## src/hw/rtl/lome_pkg.sv

```systemverilog
package lome_pkg;

  // default sizing
  localparam int MAX_ITEMS_DEF = 1024;
  localparam int LIST_LEN_RST  = 1024;

  // configuration register indexes
  localparam logic REG_LIST_LENGTH = 1'b0;

  // request command codes
  localparam logic CMD_MOVE = 1'b0;
  localparam logic CMD_READ = 1'b1;

  // datapath operation codes
  localparam logic [2:0] OP_IDLE   = 3'd0;
  localparam logic [2:0] OP_SWEEP  = 3'd1;
  localparam logic [2:0] OP_READ   = 3'd2;
  localparam logic [2:0] OP_UNLINK = 3'd3;
  localparam logic [2:0] OP_LINK_A = 3'd4;
  localparam logic [2:0] OP_LINK_B = 3'd5;

  typedef struct packed {
    logic [2:0] op;
    logic       take;
    logic       load_out;
    logic       sweep_clr;
  } ctrl_cmd_t;

  typedef struct packed {
    logic bad;
    logic is_read;
    logic sweep_done;
    logic out_busy;
  } dp_stat_t;

endpackage

```

## src/hw/rtl/lome_ctrl.sv

```systemverilog
module lome_ctrl (
  input  logic                clk,
  input  logic                rst,
  input  logic                in_valid,
  input  logic                cfg_we,
  input  lome_pkg::dp_stat_t  stat,
  output lome_pkg::ctrl_cmd_t cmd,
  output logic                in_ready
);

  localparam logic [2:0] ST_SWEEP  = 3'd0;
  localparam logic [2:0] ST_IDLE   = 3'd1;
  localparam logic [2:0] ST_READ   = 3'd2;
  localparam logic [2:0] ST_UNLINK = 3'd3;
  localparam logic [2:0] ST_LINK_A = 3'd4;
  localparam logic [2:0] ST_LINK_B = 3'd5;

  logic [2:0] state;
  logic [2:0] state_next;

  assign in_ready = (state == ST_IDLE) && !stat.out_busy;

  always_comb begin
    state_next    = state;
    cmd.op        = lome_pkg::OP_IDLE;
    cmd.take      = 1'b0;
    cmd.load_out  = 1'b0;
    cmd.sweep_clr = 1'b0;
    case (state)
      ST_SWEEP: begin
        cmd.op = lome_pkg::OP_SWEEP;
        if (stat.sweep_done) begin
          state_next = ST_IDLE;
        end
      end
      ST_IDLE: begin
        cmd.op   = lome_pkg::OP_IDLE;
        cmd.take = in_ready && in_valid;
        if (cmd.take) begin
          if (stat.bad) begin
            cmd.load_out = 1'b1;
          end else if (stat.is_read) begin
            state_next = ST_READ;
          end else begin
            state_next = ST_UNLINK;
          end
        end
      end
      ST_READ: begin
        cmd.op = lome_pkg::OP_READ;
        if (!stat.out_busy) begin
          cmd.load_out = 1'b1;
          state_next   = ST_IDLE;
        end
      end
      ST_UNLINK: begin
        cmd.op     = lome_pkg::OP_UNLINK;
        state_next = ST_LINK_A;
      end
      ST_LINK_A: begin
        cmd.op     = lome_pkg::OP_LINK_A;
        state_next = ST_LINK_B;
      end
      ST_LINK_B: begin
        // rewriting the same two links while stalled is harmless
        cmd.op = lome_pkg::OP_LINK_B;
        if (!stat.out_busy) begin
          cmd.load_out = 1'b1;
          state_next   = ST_IDLE;
        end
      end
      default: begin
        state_next = ST_SWEEP;
      end
    endcase
    if (cfg_we) begin
      cmd.sweep_clr = 1'b1;
      state_next    = ST_SWEEP;
    end
  end

  always_ff @(posedge clk) begin
    if (rst) begin
      state <= ST_SWEEP;
    end else begin
      state <= state_next;
    end
  end

endmodule

```

## config.mk

```make
export PLATFORM = sky130hd
export DESIGN_NAME = lome_ctrl
export DESIGN_NICKNAME = d
export VERILOG_FILES = /design/src/hw/rtl/lome_pkg.sv /design/src/hw/rtl/lome_ctrl.sv
export SDC_FILE = /design/constraint.sdc
export NUM_CORES = 1
export LEC_CHECK = 0
export CAP_MARGIN = 20
export CORE_AREA = 2 2 39 41
export CTS_CLUSTER_SIZE = 28
export DETAILED_ROUTE_END_ITERATION = 8
export DIE_AREA = 0 0 41 43
export DONT_BUFFER_PORTS = 1
export PLACE_DENSITY = 0.42
export REMOVE_ABC_BUFFERS = 1
export SETUP_SLACK_MARGIN = 0.3
export SYNTH_ARGS = -nofsm -noshare
export SYNTH_HDL_FRONTEND = slang
export SYNTH_SLANG_ARGS = --single-unit
```

## constraint.sdc

```tcl
create_clock -name clk -period 2.55 [get_ports clk]
set_input_delay 0.51 -clock clk [delete_from_list [all_inputs] [get_ports clk]]
set_output_delay 0.51 -clock clk [all_outputs]
set_load 0.02 [all_outputs]
```

==> impl_metrics.json, run 1 <==
{
  "initial_utilization": 0.2505,
  "post-route-min-period_ns": 2.066,
  "cp_max_fo": 7,
  "vias": 293,
  "worstSetupStartpointType": "flop",
  "rows": 14,
  "io_pins": 15,
  "crit_family": "flip-flops",
  "setup-tns-final_ns": 0,
  "dp_hpwl_um": 566.3,
  "cts_tree": "done",
  "htree_levels": 1,
  "ir_drop_mv": 0.1512,
  "largest_registers": "state (3)",
  "critical_path.cell_chain": "ha_1, nand2b_1, nor2_1, o21ai_1, o31ai_1, buf_4",
  "drt_iter0_markers": 9,
  "die_w_um": 41,
  "tightest_slew_ns": 0.3770,
  "clock_latency_ns": 0.23,
  "clkSlewWorstSetupHoldPaths_ns": 0.04,
  "cp_slowest_cell": "dfxtp_1",
  "worstSetupEndpointType": "primary output",
  "yosysSeqAreaShare": 0.1733,
  "synth_cell_types": 26,
  "dr.pass1.iters": 4,
  "grt_pass1_vias": 278,
  "numPortBuffers": 0,
  "cts.sinks": 3,
  "slew_viol_final": 0,
  "synth-edff-count": 0,
  "ant_nets": 0,
  "grt_first_pass_wirelength_um": 1083,
  "cts-resized-gates": 0,
  "ys_ff_latch": 3,
  "groute.usage.overall": 0.09619,
  "critPathKind": "reg -> out",
  "path_buf_inv": 1,
  "synth_flop_cell": "dfxtp_1",
  "dieArea_um2": 1763,
  "antenna_found_initial": 0,
  "cp.arrival_ns": 1.56,
  "fmax_mhz": 484.1,
  "finalClockSkew_ns": 0.002773,
  "gr-total-overflow": 0,
  "yosysWarnings": 0,
  "die_h_um": 43,
  "cts_buffer_depth": 2,
  "diodes": 0,
  "timing.final.crit_share": 0.8100,
  "relSlewSlack": 0.7478,
  "crit_required_ns": 2.04,
  "layout.nets": 58,
  "synth_most_common_cell": "nor2_1",
  "cts_buffers": 3,
  "cp_slowest_stage_delay_ns": 0.47,
  "total_power_uw": 162.3,
  "grt_max_degree": 11,
  "final_hold_viol_count": 0,
  "via_per_inst": 4.726,
  "largest_reg_flops": 3,
  "synthArstFlopShare": 0,
  "wl_per_cell_um": 11.76,
  "p_leak_nw": 0.1413,
  "cts_root_buffer": "clkbuf_4",
  "synth_top_area_frac": 0.1733,
  "routed_wl_um": 729,
  "synth_area_leader_cell": "dfxtp_1",
  "drc": 0,
  "status": "complete, no violations",
  "gp_congestion": 0.6565,
  "synthTopCellsByArea": "dfxtp_1 (17%), ha_1 (11%), nor2_1 (6.5%)",
  "postCtsHoldBufs": 0,
  "power_density_nw_per_um2": 421.1,
  "syn_to_final_growth_pct": 11.19,
  "utilization": 0.2785,
  "synth.avg_cell_area_um2": 8.060,
  "finalSetupViolations": 0,
  "post_cts_buffers": 0,
  "regMostFlops": "state",
  "syn-instance-count": 43,
  "core-area_um2": 1384,
  "drive_gt1_frac": 0.3043,
  "grt_setup_unrepaired": "false",
  "cap_violations": 0,
  "hp-class": "in -> reg",
  "syn-cell-area_um2": 346.6
}
routing by layer:
metal	track usage	vias to the layer above	wire, um
met5	0	-	0
met3	0.04188	0	40
met1	0.08946	131	316
met4	0.08000	0	0
met2	0.1500	6	373
li1	-	156	-
stage by stage:
step	hold slack [ns]	setup WS [ns]	instance area [um^2]	cells
after floorplan	0.5188	0.4511	322.8	40
after global placement	0.6070	0.6482	357.8	58
after detailed placement	0.6040	0.6298	357.8	58
after CTS	0.4832	0.3702	384.1	62
after global routing	0.4987	0.3564	385.4	62
final	0.4819	0.4844	385.4	62
area by class of cell:
type,count,area (um^2)
tap,16,20.02
multi-input combinational,34,251.5
inverter,3,11.26
timing repair buffer,2,15.01
sequential,3,61.31
fill,154,998.5
clock buffer,4,26.28
worst paths after layout:
check	startpoint	end	slack, ns	depth (start not counted)
setup / recovery	state[2]	cmd[3]	0.48	6
hold / removal	rst	state[2]	0.48	2
setup reg to reg	state[0]	state[1]	1.07	4
hold reg to reg	state[0]	state[0]	0.59	2
cell usage in the layout, fill, tap and decap left out, drive strengths merged:
cell and instances:
nor2b 2, inv 3, o211ai 2, nand2b 3
nand3 1, o221ai 1, nor3b 1, or3b 1
clkbuf 4, o21ai 2, a31oi 1, a21boi 1
o31ai 1, mux2i 1, and3 1, o311a 1
nor2 6, dfxtp 3, ha 3, nand2 3
buf 2, a21oi 3
cells by family (layout without fill, tap and decap cells):
family,after synthesis,after routing,share of synthesized area
and+or+nand+nor,18,18,0.2960
adders and majority gates,3,3,0.1083
AOI/OAI and AO/OA,12,12,0.2924
DFF,3,3,0.1733
muxes,1,1,0.02888
buffers and inverters,6,9,0.1011
where the power goes:
group,internal (mW),total [mW],switching [mW],leakage [nW]
logic,0.0135,0.0280,0.0145,0.101
clock network,0.0586,0.0830,0.0244,0.0150
registers,0.0484,0.0512,0.00282,0.0248
Power figures use the tool's default switching activity.
==> inputs of run 2 (changes only) <==
==> constraint.sdc (replaced) <==
create_clock -name clk -period 2.1 [get_ports clk]
set_input_delay 0.42 -clock clk [delete_from_list [all_inputs] [get_ports clk]]
set_output_delay 0.42 -clock clk [all_outputs]
set_load 0.02 [all_outputs]
==> run 2 against run 1 <==
Effect of this change:
- combinational power increased by 30%
- highest routed layer unchanged
- critical path depth fell by 3
- routed wire length grew 3.6%
- worst setup slack worse by 0.18 ns
- sequential power is 21% higher
- non-clock buffer count up 1
- clock-buffer cell count unchanged
- clock power grew 27%
==> impl_metrics.json, run 2 (synthesis gave the netlist of run 1 again) <==
{
  "cts_buffer_depth": 2,
  "timing.final.crit_share": 0.8574,
  "layout.nets": 59,
  "die_h_um": 43,
  "clkSlewWorstSetupHoldPaths_ns": 0.04,
  "setup-tns-final_ns": 0,
  "crit_required_ns": 1.68,
  "grt_max_degree": 14,
  "grt_first_pass_wirelength_um": 1221,
  "r2r_slack_ns": 0.63,
  "routed_wl_um": 755,
  "cp_max_fo": 13,
  "syn_to_final_growth_pct": 26.71,
  "postCtsHoldBufs": 0,
  "ant_nets": 0,
  "utilization": 0.3174,
  "gr-total-overflow": 0,
  "grt_setup_unrepaired": "true",
  "critPathLaunch": "state[1]",
  "wl_met1_um": 320,
  "rows": 14,
  "cts_buffers": 3,
  "worstSetupStartpointType": "flop",
  "antenna_found_initial": 0,
  "power_density_nw_per_um2": 462.8,
  "hold_path_end": "state[2]",
  "relSlewSlack": 0.7509,
  "design_area_um2": 439.2,
  "dp_hpwl_um": 554.7,
  "htree_levels": 1,
  "vias": 308,
  "tightest_slew_ns": 0.3723,
  "mostFrequentLayoutCells": "nor2_1 (4), a21oi_1 (3), nand2_1 (3), clkbuf_4 (3), buf_4 (3)",
  "slew_viol_final": 0,
  "critPathKind": "reg -> out",
  "final_cells": 63,
  "final_common_cell": "nor2_1",
  "cts.sinks": 3,
  "regMostFlops": "state",
  "dp_slack_ns": 0.3746,
  "largest_reg_flops": 3,
  "gp_congestion": 0.6895,
  "p_leak_nw": 0.1605,
  "wl_met2_um": 390,
  "ir_drop_mv": 0.1786,
  "numPortBuffers": 0,
  "drive_gt1_frac": 0.4681,
  "final_hold_viol_count": 0,
  "total_power_uw": 203.2,
  "fmax_mhz": 555.4,
  "worstSetupEndpointType": "primary output",
  "grt_pass1_vias": 288,
  "status": "complete, no violations",
  "reg2reg_to": "state[1]",
  "rr_worst_depth": 5,
  "hp-class": "in -> reg",
  "cap_violations": 0,
  "whs_path_depth": 2,
  "post-route-min-period_ns": 1.801,
  "via_per_inst": 4.889,
  "clock_latency_ns": 0.24,
  "worst_hold_slack_ns": 0.3815,
  "finalSetupViolations": 0,
  "cts_root_buffer": "clkbuf_4",
  "diodes": 0,
  "drc": 0,
  "drt_iter0_markers": 5,
  "placed_cell_area_um2": 357.8,
  "post-place-cells": 58,
  "die_w_um": 41,
  "r2r_start": "state[1]",
  "dieArea_um2": 1763,
  "core-area_um2": 1384,
  "setup_ws_ns": 0.2995,
  "wl_met3_um": 44,
  "cts_tree": "done",
  "largest_registers": "state (3)",
  "io_pins": 15,
  "wl_per_cell_um": 11.98,
  "initial_utilization": 0.2505,
  "top_layer": "met3",
  "min_from": "rst",
  "dr.pass1.iters": 4,
  "finalClockSkew_ns": 0.001178,
  "cp.arrival_ns": 1.38,
  "groute.usage.overall": 0.1023
}
-- run 2: cell types whose count changed in the layout (fill, tap and decap cells not counted), sizes merged --
cell and delta:
buf +1
-- run 2: critical path, cell delays in order (launching register included) --
cell	delay (ns)
dfxtp_2	0.32
buf_4	0.18
or3b_4	0.42
nor2b_4	0.21
-- run 2: layout make-up --
| cell class | count | area, um^2 |
|---|---|---|
| well taps | 16 | 20.02 |
| inverters | 3 | 13.76 |
| flip-flops and latches | 3 | 66.31 |
| fillers | 150 | 944.7 |
| repair buffers | 3 | 22.52 |
| multi-input cells | 34 | 290.3 |
| clock buffers | 4 | 26.28 |
-- run 2: worst max-delay path by stage --
stage / end / slack, ns / cells after the start
5_1_grt: cmd[2] / 0.26 / 3
4_1_cts: cmd[3] / 0.24 / 7
6_report: cmd[2] / 0.30 / 3
3_3_place_gp: cmd[3] / 0.39 / 6
2_1_floorplan: cmd[3] / 0.09 / 4
3_5_place_dp: cmd[3] / 0.37 / 6
-- run 2: repair_timing --
action / in CTS / in global routing
endpoints found under the setup margin: 3 / 3
buffers inserted: 0 / 1
pin swaps: 1 / 2
resized for setup: 6 / 6
-- run 2: power by group --
group          switching (mW)  internal, mW  total (mW)
registers             0.00400        0.0578      0.0618
logic                  0.0188        0.0176      0.0365
clock network          0.0335        0.0714       0.105
-- run 2: layer usage --
| layer | up-vias | track usage |
|---|---|---|
| met5 | - | 0 |
| met4 | 0 | 0.08000 |
| met3 | 0 | 0.01571 |
| met2 | 12 | 0.1469 |
| met1 | 136 | 0.1282 |
| li1 | 160 | - |
